`config.mk`:
```
export PLATFORM = sky130hd
export DESIGN_NAME = tcp_port_blocklist_table
export DESIGN_NICKNAME = d
export VERILOG_FILES = /design/src/hw/rtl/tpb_pkg.sv /design/src/hw/rtl/tcp_port_blocklist_table.sv /design/src/hw/rtl/tpb_cell.sv
export SDC_FILE = /design/constraint.sdc
export NUM_CORES = 1
export LEC_CHECK = 0
export ABC_AREA = 1
export BUFFER_PORTS_ARGS = -buffer_cell sky130_fd_sc_hd__buf_4
export CAP_MARGIN = 20
export CORE_MARGIN = 3
export CORE_UTILIZATION = 57
export CTS_CLUSTER_DIAMETER = 40
export DETAILED_ROUTE_END_ITERATION = 8
export PLACE_DENSITY = 0.8
export SLEW_MARGIN = 40
export SYNTH_ARGS = -nofsm -noshare
export SYNTH_HDL_FRONTEND = slang
export SYNTH_SLANG_ARGS = --single-unit
```
`constraint.sdc`:
```
create_clock -name clk -period 2.9 [get_ports clk]
set_input_delay 0.29 -clock clk [delete_from_list [all_inputs] [get_ports clk]]
set_output_delay 0.29 -clock clk [all_outputs]
set_load 0.01 [all_outputs]
```
`src/hw/rtl/tpb_pkg.sv`:
```
// shared types, constants and helpers for the tcp port blocklist table
package tpb_pkg;

    localparam int TABLE_DEPTH = 16;
    localparam int CNT_W       = $clog2(TABLE_DEPTH + 1);
    localparam int PORT_W      = 16;

    localparam logic [7:0] TCP_PROTOCOL = 8'd6;

    localparam logic [1:0] CMD_LOOKUP = 2'd0;
    localparam logic [1:0] CMD_ADD    = 2'd1;
    localparam logic [1:0] CMD_REMOVE = 2'd2;

    typedef struct packed {
        logic [1:0]        command;
        logic [7:0]        protocol;
        logic [PORT_W-1:0] port;
    } req_t;

    typedef struct packed {
        logic       blocked;
        logic       status;
        logic [4:0] entry_count;
    } rsp_t;

    // per-cell control from the sequencer
    typedef struct packed {
        logic              compare;
        logic              shift;
        logic              write;
        logic [PORT_W-1:0] key;
    } cell_cmd_t;

    // parallel-prefix or, bit i set when any bit at or below i is set
    function automatic logic [TABLE_DEPTH-1:0] prefix_or(input logic [TABLE_DEPTH-1:0] m);
        logic [TABLE_DEPTH-1:0] v;
        v = m;
        for (int s = 1; s < TABLE_DEPTH; s = s * 2)
        begin
            v = v | (v << s);
        end
        return v;
    endfunction

endpackage

```
`src/hw/rtl/tcp_port_blocklist_table.sv`:
```
// tcp destination port blocklist table: sequencer and chain of table cells
//
//  channel   handshake        payload           direction
//  request   start / busy     request (req_t)   in
//  result    done strobe      result  (rsp_t)   out
//
// a request is taken at an edge with start high and busy low
// every request takes three cycles: capture, compare in all cells, then
// execute; the result strobe comes in the cycle after execute, when busy
// is already low again, so a new request may be taken every third cycle
// the cycle count is set by the registered per-cell match bits and the
// prefix or over them that picks the first match for a remove
// reset clears the fill count and the sequencer; cell contents stay
// undefined and are never read above the fill count
// done is high for exactly one cycle; the receiver cannot stall it
module tcp_port_blocklist_table (
    input  logic          clk,
    input  logic          rst_n,
    input  logic          start,
    input  tpb_pkg::req_t request,
    output logic          busy,
    output logic          done,
    output tpb_pkg::rsp_t result
);

    typedef enum logic [1:0] {
        ST_IDLE,
        ST_CMP,
        ST_EXEC
    } state_t;

    state_t                          state_reg;
    state_t                          state_next;
    tpb_pkg::req_t                   req_reg;
    tpb_pkg::req_t                   req_next;
    logic [tpb_pkg::CNT_W-1:0]       count_reg;
    logic [tpb_pkg::CNT_W-1:0]       count_next;
    logic                            done_reg;
    logic                            done_next;
    tpb_pkg::rsp_t                   result_reg;
    tpb_pkg::rsp_t                   result_next;

    // chain wiring
    logic [tpb_pkg::TABLE_DEPTH-1:0] match_vec;
    logic [tpb_pkg::TABLE_DEPTH-1:0] first_vec;
    logic [tpb_pkg::PORT_W-1:0]      entry_vec [tpb_pkg::TABLE_DEPTH];
    tpb_pkg::cell_cmd_t              cell_cmd  [tpb_pkg::TABLE_DEPTH];

    logic hit;
    logic full;
    logic exec_add;
    logic exec_remove;

    assign busy = state_reg != ST_IDLE;

    assign hit       = |match_vec;
    // cells from the first match upward take their upper neighbor
    assign first_vec = tpb_pkg::prefix_or(match_vec);
    assign full      = count_reg >= tpb_pkg::CNT_W'(tpb_pkg::TABLE_DEPTH);

    assign exec_add    = (state_reg == ST_EXEC) && (req_reg.command == tpb_pkg::CMD_ADD)
                         && !full;
    assign exec_remove = (state_reg == ST_EXEC) && (req_reg.command == tpb_pkg::CMD_REMOVE);

    genvar gi;
    generate
        for (gi = 0; gi < tpb_pkg::TABLE_DEPTH; gi++)
        begin : g_cell
            logic [tpb_pkg::PORT_W-1:0] upper;

            // top cell has no upper neighbor; what it takes lies past the count
            if (gi == tpb_pkg::TABLE_DEPTH - 1)
            begin : g_top
                assign upper = entry_vec[gi];
            end
            else
            begin : g_mid
                assign upper = entry_vec[gi + 1];
            end

            always_comb
            begin
                cell_cmd[gi].compare = state_reg == ST_CMP;
                cell_cmd[gi].shift   = exec_remove && first_vec[gi];
                cell_cmd[gi].write   = exec_add
                                       && (count_reg == tpb_pkg::CNT_W'(gi));
                cell_cmd[gi].key     = req_reg.port;
            end

            tpb_cell u_cell (
                .clk        (clk),
                .rst_n      (rst_n),
                .cmd        (cell_cmd[gi]),
                .index      (tpb_pkg::CNT_W'(gi)),
                .count      (count_reg),
                .next_entry (upper),
                .entry      (entry_vec[gi]),
                .match      (match_vec[gi])
            );
        end
    endgenerate

    always_comb
    begin
        state_next  = state_reg;
        req_next    = req_reg;
        count_next  = count_reg;
        done_next   = 1'b0;
        result_next = result_reg;

        unique case (state_reg)
            ST_IDLE:
            begin
                if (start)
                begin
                    req_next   = request;
                    state_next = ST_CMP;
                end
            end
            ST_CMP:
            begin
                state_next = ST_EXEC;
            end
            ST_EXEC:
            begin
                if (exec_add)
                begin
                    count_next = count_reg + 1'b1;
                end
                else if (exec_remove && hit)
                begin
                    count_next = count_reg - 1'b1;
                end
                result_next.blocked     = (req_reg.command == tpb_pkg::CMD_LOOKUP)
                                          && (req_reg.protocol == tpb_pkg::TCP_PROTOCOL)
                                          && hit;
                result_next.status      = (req_reg.command == tpb_pkg::CMD_ADD) && full;
                result_next.entry_count = 5'(count_next);
                done_next  = 1'b1;
                state_next = ST_IDLE;
            end
            default:
            begin
                state_next = ST_IDLE;
            end
        endcase
    end

    always_ff @(posedge clk or negedge rst_n)
    begin
        if (!rst_n)
        begin
            state_reg <= ST_IDLE;
            count_reg <= '0;
            done_reg  <= 1'b0;
        end
        else
        begin
            state_reg <= state_next;
            count_reg <= count_next;
            done_reg  <= done_next;
        end
    end

    // payload registers, no reset
    always_ff @(posedge clk)
    begin
        req_reg    <= req_next;
        result_reg <= result_next;
    end

    assign done   = done_reg;
    assign result = result_reg;

endmodule

```
`src/hw/rtl/tpb_cell.sv`:
```
// one table cell: a stored port, its compare and the shift from the next cell
module tpb_cell (
    input  logic                              clk,
    input  logic                              rst_n,
    input  tpb_pkg::cell_cmd_t                cmd,
    input  logic [tpb_pkg::CNT_W-1:0]         index,
    input  logic [tpb_pkg::CNT_W-1:0]         count,
    input  logic [tpb_pkg::PORT_W-1:0]        next_entry,
    output logic [tpb_pkg::PORT_W-1:0]        entry,
    output logic                              match
);

    logic [tpb_pkg::PORT_W-1:0] entry_reg;
    logic [tpb_pkg::PORT_W-1:0] entry_next;
    logic                       match_reg;
    logic                       match_next;
    logic                       valid;

    // entries at or above the fill count hold nothing
    assign valid = index < count;

    always_comb
    begin
        entry_next = entry_reg;
        if (cmd.write)
        begin
            entry_next = cmd.key;
        end
        else if (cmd.shift)
        begin
            entry_next = next_entry;
        end
        match_next = cmd.compare ? (valid && (entry_reg == cmd.key)) : match_reg;
    end

    always_ff @(posedge clk)
    begin
        entry_reg <= entry_next;
    end

    always_ff @(posedge clk or negedge rst_n)
    begin
        if (!rst_n)
        begin
            match_reg <= 1'b0;
        end
        else
        begin
            match_reg <= match_next;
        end
    end

    assign entry = entry_reg;
    assign match = match_reg;

endmodule
```
# Word level (Yosys, flattened, before mapping)
# Index checks and enable logic that the tools add are counted.
[totals] reg_bits=313 inputBits=29 out_inout_bits=9 word_cells=212
[classes] n_addsub=2 order_cmp=17 n_eq_ne=37 n_mux=35 bitwise=4 reduce_logical=76
[ops] cell="2-to-1 mux 16 bit" n=30
[ops] cell="== test 16 bit" n=16
[ops] cell="bitwise OR 15 bit" n=4
[ops] cell="logical AND 1 bit" n=54
[ops] cell="== test 5 x 4 -> 1 bit, second input constant" n=8
[ops] cell="< comparator 4 x 5 -> 1 bit, first input constant" n=8
[ops] cell="nonzero test 2 bit" n=16
[ops] cell="== test 5 x 3 -> 1 bit, second input constant" n=4
[ops] cell="< comparator 3 x 5 -> 1 bit, first input constant" n=4
[ops] cell="OR reduction 16 bit" n=1
[ops] cell="== test 5 x 2 -> 1 bit, second input constant" n=2
[ops] cell="< comparator 1 x 5 -> 1 bit, first input constant" n=2
[ops] cell="< comparator 2 x 5 -> 1 bit, first input constant" n=2
[ops] cell="2-to-1 mux 5 bit" n=2
[ops] cell="== test 8 x 3 -> 1 bit, second input constant" n=1
[ops] cell="adder 5 x 1 -> 5 bit, second input constant" n=1
[ops] cell="== test 5 x 1 -> 1 bit, second input constant" n=1
[ops] cell=">= comparator 5 bit, second input constant" n=1
[ops] cell="logical NOT 5 bit" n=1
[ops] cell="subtractor 5 x 1 -> 5 bit, second input constant" n=1
[ops] cell="== test 2 x 1 -> 1 bit, second input constant" n=2
[ops] cell="== test 2 bit, second input constant" n=2
[ops] cell="logical NOT 2 bit" n=2
[ops] cell="case mux 2 bit (2 select lines)" n=1
[ops] cell="other kinds (5)" n=5

# Longest topological paths before layout
# Gate-level depths: netlist (run 1).
[depth] word_depth=7 mapped_depth=10 depth_no_buf=8

# Hierarchy
# A second synthesis (run 1) with hierarchy kept.
[unflattened] cells_unflattened=2897 hier_area_um2=20276.9
[modules_own_cells] mod="tpb_cell at g_cell[15].u_cell ..." n_inst=10 cells_per_inst=166 area_per_inst_um2=1137.3 seq_area_each_um2=505.5
[modules_own_cells] mod="tpb_cell at g_cell[0].u_cell ..." n_inst=6 cells_per_inst=173 area_per_inst_um2=1156.1 seq_area_each_um2=505.5
[modules_own_cells] mod="tcp_port_blocklist_table" n_inst=1 cells_per_inst=199 area_per_inst_um2=1966.9 seq_area_each_um2=1191.1

# Worst setup path before layout (run 1)
# OpenSTA, ideal clock, no wires.
[synth_timing] path_type="flip-flop to flip-flop" startpoint="reg state_reg[0]" endpoint="reg g_cell[6].u_cell.entry_reg, in the netlist g_cell[6].u_cell.entry[0], enable pin" setup_ns=0.411 arrival_ns=2.307 t_required_ns=2.489 setup_slack_ns=0.181 path_stages_with_launch=6 path_buffers=0 period_less_slack_ns=2.719 cell_sequence="dfrtp_1 > inv_1 > nand2_2 > nor3_1 > inv_1 > o21ai_0"
[synth_via] elab_chain_cells=5 word_cells_on_any_way=7 classes_between="eq/ne (1); reduce/logical (6)"
[synth_rtl] element="start, declared" line="tcp_port_blocklist_table.sv:32" text="state_t state_reg;"
[synth_rtl] element="start signal, assigned" line="tcp_port_blocklist_table.sv:159" text="state_reg <= state_next;"
[synth_rtl] element="== test 2 bit *" line="tcp_port_blocklist_table.sv:61, tcp_port_blocklist_table.sv:63"
[synth_rtl] element="logical AND 1 bit" line="tcp_port_blocklist_table.sv:61" text="assign exec_add = (state_reg == ST_EXEC) && (req_reg.command == tpb_pkg::CMD_ADD)"
[synth_rtl] element="logical AND 1 bit" line="tcp_port_blocklist_table.sv:62" text="&& !full;"
[synth_rtl] element="logical AND 1 bit" line="tcp_port_blocklist_table.sv:86" text="&& (count_reg == tpb_pkg::CNT_W'(gi));"
[synth_rtl] element="nonzero test 2 bit (no line) *"
[synth_rtl] element="end signal, assigned" line="tpb_cell.sv:38" text="entry_reg <= entry_next;"
[synth_rtl] element="end, declared" line="tpb_cell.sv:13" text="logic [tpb_pkg::PORT_W-1:0] entry_reg;"
# Every way passes the cells marked *; elsewhere a longest branch is shown, timed or not.
# A chain may end at the register's enable or synchronous reset.

# Worst setup path after layout (run 1)
[layout_timing] startpoint="reg count_reg[0] in the netlist's numbering" endpoint="reg g_cell[5].u_cell.entry_reg, in the netlist g_cell[5].u_cell.entry[13], enable pin"
[layout_via] elab_chain_cells=5 word_cells_on_any_way=6 classes_between="order compare (1); eq/ne (1); reduce/logical (4)"
[layout_rtl] element="start, declared" line="tcp_port_blocklist_table.sv:36" text="logic [tpb_pkg::CNT_W-1:0] count_reg;"
[layout_rtl] element="start signal, assigned" line="tcp_port_blocklist_table.sv:160" text="count_reg <= count_next;"
[layout_rtl] element=">= comparator 5 bit" line="tcp_port_blocklist_table.sv:59" text="assign full = count_reg >= tpb_pkg::CNT_W'(tpb_pkg::TABLE_DEPTH);"
[layout_rtl] element="logical NOT 1 bit" line="tcp_port_blocklist_table.sv:62"
[layout_rtl] element="logical AND 1 bit" line="tcp_port_blocklist_table.sv:62"
[layout_rtl] element="logical AND 1 bit *" line="tcp_port_blocklist_table.sv:86"
[layout_rtl] element="nonzero test 2 bit (no line) *"
[layout_rtl] element="end signal, assigned" line="tpb_cell.sv:38"
[layout_rtl] element="end, declared" line="tpb_cell.sv:13"
# Marked as above.

==> impl_metrics.yaml, run 1 <==
floorplanning:
  start_util_pct: 58.56
  rows: 62
  fp.dieW_um: 178.6
  die_area_sq_um: 31910
  io_pins: 38
  dieHeight_um: 178.6
  core_area_sq_um: 29010
drt:
  drtIter0Drc: 1768
  routedWlPerCell_um: 19.32
  remaining_drc_errors: 0
  via_count: 14690
  ant_nets: 0
  finalWirelength_um: 50000
  drt-vias-per-instance: 5.678
  drt_pass1_iterations: 5
clocking:
  clock-sinks: 313
  postCtsHoldBufs: 27
  postCtsSetupBuffers: 0
  cts_resized: 0
  clock_latency_ns: 0.54
  cts_buffers: 43
  htreeDepth: 2
  clk_pin_slew_worst_paths_ns: 0.06
  clockBufferDepth: 3
  cts-root-buf: "clkbuf_16"
  cts_tree: "done"
synth:
  synthAdderAreaFrac_pct: 0.3682
  synthArstFlopShare_pct: 7.668
  synth-edff-count: 289
  synth_compound_area_share_pct: 9.000
  muxShareOfSynthArea_pct: 0
  ys_ff_latch: 313
  ys.flop_type: "edfxtp_1"
  syn_avg_cell_area_sq_um: 8.048
  synth_nets: 2145
  synth-simple-area-share_pct: 25.59
  synth_top_family_by_area: "simple AND/OR/NAND/NOR gates"
  synth_cells: 2111
  synth_cell_types: 29
  yosysWarnings: 0
  syn_area_sq_um: 16990
  yosysSeqAreaShare_pct: 54.62
  yosys.area_share.xor_xnor_pct: 3.299
timing:
  final-setup-viol-count: 0
  fmax_mhz: 398.1
  tightest_slew_ns: 0.8544
  tns_ns: 0
  fin_crit_ns: 2.512
  finalHoldViolCount: 0
  rsz0062_at_grt: "false"
  fin_worst_skew_ns: 0.02813
  maxSlewViolCount: 0
  finalCritPeriodShare_pct: 86.62
  postLayoutSetupSlackWorst_ns: 0.3880
  max_slew_margin_pct: 42.90
placed_design:
  hpwl_um: 33080
  portBuffers: 37
  gp_congestion: 0.9559
  place_ws_ns: 0.4727
critical_path:
  worstSetupPathType: "reg -> reg"
  worst-path-max-fanout: 16
  cp-end-kind: "flip-flop"
  crit_path_start_kind: "flip-flop"
  crit_arrival_ns: 2.67
  crit_required_ns: 3.06
global_route:
  overflow: 0
  track_usage_pct: 31.50
  antenna_found_initial: 1
  grt_max_degree: 34
  grt_pass1_vias: 14010
  grt_pass1_wl_um: 76150
flow_run:
  maxCapViolCount: 0
pwr:
  p_sw_mw: 3.037
  power_frac_clock_pct: 45.6
  seq_power_share_pct: 43.8
  p_leak_nw: 8.536
  power_switching_share_pct: 26.01
  pwr-share-comb_pct: 10.7
  p_int_mw: 8.640
  vdd_drop_max_mv: 0.6644
  power_density_nw_per_um2: 598.6
layout:
  area_delta_synth_final_pct: 14.83
  largest_reg_flops: 256
  n_antenna_cell: 0
  layout_commonest_cell: "nand2_1"
  fillCellCount: 2260
  layout.nets: 2205
  drive_gt1_share_pct: 8.621
  layout_common_cells: "844 x nand2_1, 290 x o21ai_0, 289 x edfxtp_1, 191 x inv_1, 176 x nor2_1"
status:
  outcome: "complete, no violations"
hold_path:
  hold_path_class: "in -> reg"
final timing paths:
path / to / start / slack (ns) / cells past startpoint
setup reg to reg: g_cell[5].u_cell.entry[13] / count_reg[0] / 0.39 / 6
hold / removal: state_reg[0] / start / 0.06 / 3
hold reg to reg: g_cell[3].u_cell.match / g_cell[3].u_cell.match / 0.50 / 2
max in group asynchronous: g_cell[9].u_cell.match / rst_n / 2.40 / 2
setup / recovery: g_cell[5].u_cell.entry[13] / count_reg[0] / 0.39 / 6
min in group asynchronous: done / rst_n / 0.21 / 2
routing by layer:
layer	track usage [%]	part of all wire (%)
met2	51.40	46
met5	0	0.022
met3	6.066	11
met1	39.97	37
met4	16.49	5.8
critical path, stage by stage (launching register included):
cell and delay, ns:
dfrtp_1 0.53, inv_1 0.24, nor2_1 0.29, nand2_2 0.20, nor2_2 0.17, inv_1 0.15, nand2_1 0.54
synthesized netlist by cell type, types with 6 or more instances:
master / number / area, sq um
nand2_1: 844 / 3168
o21ai_0: 294 / 1471
edfxtp_1: 289 / 8678
inv_1: 195 / 732.0
nor2_1: 177 / 664.4
clkbuf_1: 84 / 315.3
nand3_1: 52 / 260.3
xor2_1: 34 / 297.8
xnor2_1: 30 / 262.8
dfrtp_1: 24 / 600.6
buf_2: 22 / 110.1
nor3_1: 12 / 60.06
nand4_1: 11 / 68.82
buf_1: 6 / 22.52
logic make-up after synthesis:
family          Yosys count
compound gates          303
flops                   313
buf+inv                 314
xor+xnor                 64
simple gates           1112
fa+ha+maj                 5
final cells by class:
type	count	area (sq um)	share of cell area [%]
clock inverter	25	266.5	1.366
timing repair buffer	128	1028	5.272
clock buffer	53	1186	6.080
tap	384	480.5	2.463
inverter	201	754.5	3.868
sequential	313	9279	47.57
multi-input combinational	1484	6513	33.38
per-stage QoR:
step / total power [mW] / util, % / area, sq um / hold slack, ns / std cells
2_1_floorplan: 5.879 / - / 16990 / -0.005591 / 2111
3_3_place_gp: 6.347 / 61.30 / 17780 / 0.2148 / 2483
3_5_place_dp: 6.367 / 61.30 / 17780 / 0.2157 / 2483
4_1_cts: 11.66 / 67.24 / 19510 / 0.02931 / 2588
5_1_grt: 12.00 / 67.24 / 19510 / 0.05841 / 2588
6_report: 11.68 / 67.24 / 19510 / 0.06373 / 2588
power by group through the flow:
stage	logic [mW]	clock network (mW)	registers, mW
after detailed placement	1.17	0	5.20
after global routing	1.34	5.55	5.11
after CTS	1.21	5.34	5.10
after global placement	1.16	0	5.19
final	1.25	5.32	5.11
after floorplan	0.736	0	5.14
Power figures use the tool's default switching activity.
==> run 2: changes to the inputs <==
--- a/config.mk
+++ b/config.mk
@@ -13,6 +13,7 @@
 export CTS_CLUSTER_DIAMETER = 40
 export DETAILED_ROUTE_END_ITERATION = 8
 export PLACE_DENSITY = 0.8
+export RECOVER_POWER = 25
 export SLEW_MARGIN = 40
 export SYNTH_ARGS = -nofsm -noshare
 export SYNTH_HDL_FRONTEND = slang
==> impl_metrics.yaml, run 2 (same netlist as run 1, synthesis figures left out) <==
timing:
  maxSlewViolCount: 241
  final-setup-viol-count: 0
  finalCritPeriodShare_pct: 91.83
  fin_worst_skew_ns: 0.02573
  fin_crit_ns: 2.663
  tns_ns: 0
  fmax_mhz: 375.5
  fin_hold_ws_ns: 0.04686
  max_slew_margin_pct: -31.75
  rsz0062_at_grt: "false"
  tightest_slew_ns: 1.976
  finalHoldViolCount: 0
critical_path:
  rr_worst_depth: 7
  critPathMaxStageDelay_ns: 1.42
  cp_slowest_cell: "clkbuf_1"
  crit_required_ns: 3.37
  crit_arrival_ns: 3.13
  worstSetupPathType: "reg -> reg"
  crit_path_start_kind: "flip-flop"
  cp-end-kind: "flip-flop"
  worst-path-max-fanout: 23
  crit_chain: "clkbuf_1 > o21ai_0 > nor2_1 > nand2_1 > nor2_1 > nand3_1 > nand2_1"
floorplanning:
  core_area_sq_um: 29010
  die_area_sq_um: 31910
  fp.dieW_um: 178.6
  start_util_pct: 58.56
  io_pins: 38
  rows: 62
  dieHeight_um: 178.6
drt:
  finalWirelength_um: 50090
  ant_nets: 0
  drt_pass1_iterations: 9
  drt-vias-per-instance: 5.708
  drtIter0Drc: 1853
  routedWlPerCell_um: 19.35
  remaining_drc_errors: 1
  via_count: 14770
pwr:
  power_mw: 11.64
  p_leak_nw: 8.430
  p_int_mw: 8.612
  pwr-share-comb_pct: 10.4
  p_sw_mw: 3.033
  power_frac_clock_pct: 45.7
  seq_power_share_pct: 43.9
  vdd_drop_max_mv: 0.6609
  power_density_nw_per_um2: 600.3
  power_switching_share_pct: 26.05
layout:
  largest_reg_flops: 256
  layout_commonest_cell: "nand2_1"
  layout.nets: 2205
  fillCellCount: 2300
  multi_input_area_sq_um: 6507
  n_antenna_cell: 0
  area_delta_synth_final_pct: 14.18
  layout_common_cells: "845 x nand2_1, 290 x o21ai_0, 289 x edfxtp_1, 192 x inv_1, 177 x nor2_1"
  regArea_sq_um: 9279
  drive_gt1_share_pct: 7.260
placed_design:
  gp_congestion: 0.9559
  portBuffers: 37
  hpwl_um: 33080
hold_path:
  hold_path_class: "in -> reg"
  min_path_cells: 3
clocking:
  clockBufferDepth: 3
  htreeDepth: 2
  clock_latency_ns: 0.54
  clk_pin_slew_worst_paths_ns: 0.05
  cts_tree: "done"
  clock-sinks: 313
  cts_buffers: 43
  cts_resized: 0
  postCtsSetupBuffers: 0
  cts-root-buf: "clkbuf_16"
global_route:
  grt_pass1_vias: 14010
  grt_pass1_wl_um: 76150
  grt_max_degree: 34
  antenna_found_initial: 1
  track_usage_pct: 31.50
  overflow: 0
flow_run:
  maxCapViolCount: 10
status:
  violations: "design-rule violations, max-capacitance violations, max-slew violations"
  outcome: "finished with violations"
-- run 2: cell count changes in the layout (fill, tap and decap cells not counted), sizes merged --
cell / previous run / this run
clkbuf: 53 / 107
buf: 101 / 47
-- run 2: worst paths after layout --
kind / startpoint / slack [ns] / to
min in group asynchronous: rst_n / 0.61 / done
hold / removal: start / 0.05 / state_reg[0]
setup reg to reg: cell_cmd[7] / 0.24 / g_cell[2].u_cell.match
hold reg to reg: g_cell[2].u_cell.match / 0.50 / g_cell[2].u_cell.match
max in group asynchronous: rst_n / 1.43 / g_cell[9].u_cell.match
setup / recovery: cell_cmd[7] / 0.24 / g_cell[2].u_cell.match
-- run 2: layout make-up --
class	count	share of cell area, %
tap	384	2.477
sequential	313	47.83
clock inverter	25	1.374
multi-input combinational	1484	33.55
clock buffer	53	6.115
timing repair buffer	128	4.767
inverter	201	3.889
-- run 2: critical path, delay by kind of cell, from the launching register on --
family	cells	cell delay, ns
AOI/OAI and AO/OA	1	0.26
DFF	1	0.33
and+or+nand+nor	5	0.58
buffers and inverters	1	1.42
-- run 2: power groups by stage --
stage	clock network, mW	logic (mW)	registers, mW
3_3_place_gp	0	1.16	5.19
3_5_place_dp	0	1.17	5.20
6_report	5.32	1.21	5.11
5_1_grt	5.55	1.31	5.12
4_1_cts	5.34	1.21	5.10
2_1_floorplan	0	0.736	5.14
-- run 2: repair_timing --
| action | in CTS | in global routing |
|---|---|---|
| hold buffers | 27 | 0 |
| endpoints found under the hold margin | 50 | 0 |
| setup endpoints to repair | 0 | 0 |
-- run 2: per-layer routing --
metal | GRT usage (%) | wire [um]
met5 | 0 | 11
met4 | 16.49 | 2748
met3 | 6.066 | 5247
met2 | 51.40 | 23430
met1 | 39.97 | 18650
-- run 2: stage by stage --
stage | util, % | cell area, sq um | setup slack [ns] | instances
final | 66.86 | 19400 | 0.2370 | 2588
after global routing | 66.86 | 19400 | 0.1366 | 2588
after CTS | 67.24 | 19510 | 0.4512 | 2588
after detailed placement | 61.30 | 17780 | 0.4727 | 2483
after global placement | 61.30 | 17780 | 0.5202 | 2483
after floorplan | - | 16990 | 0.1813 | 2111
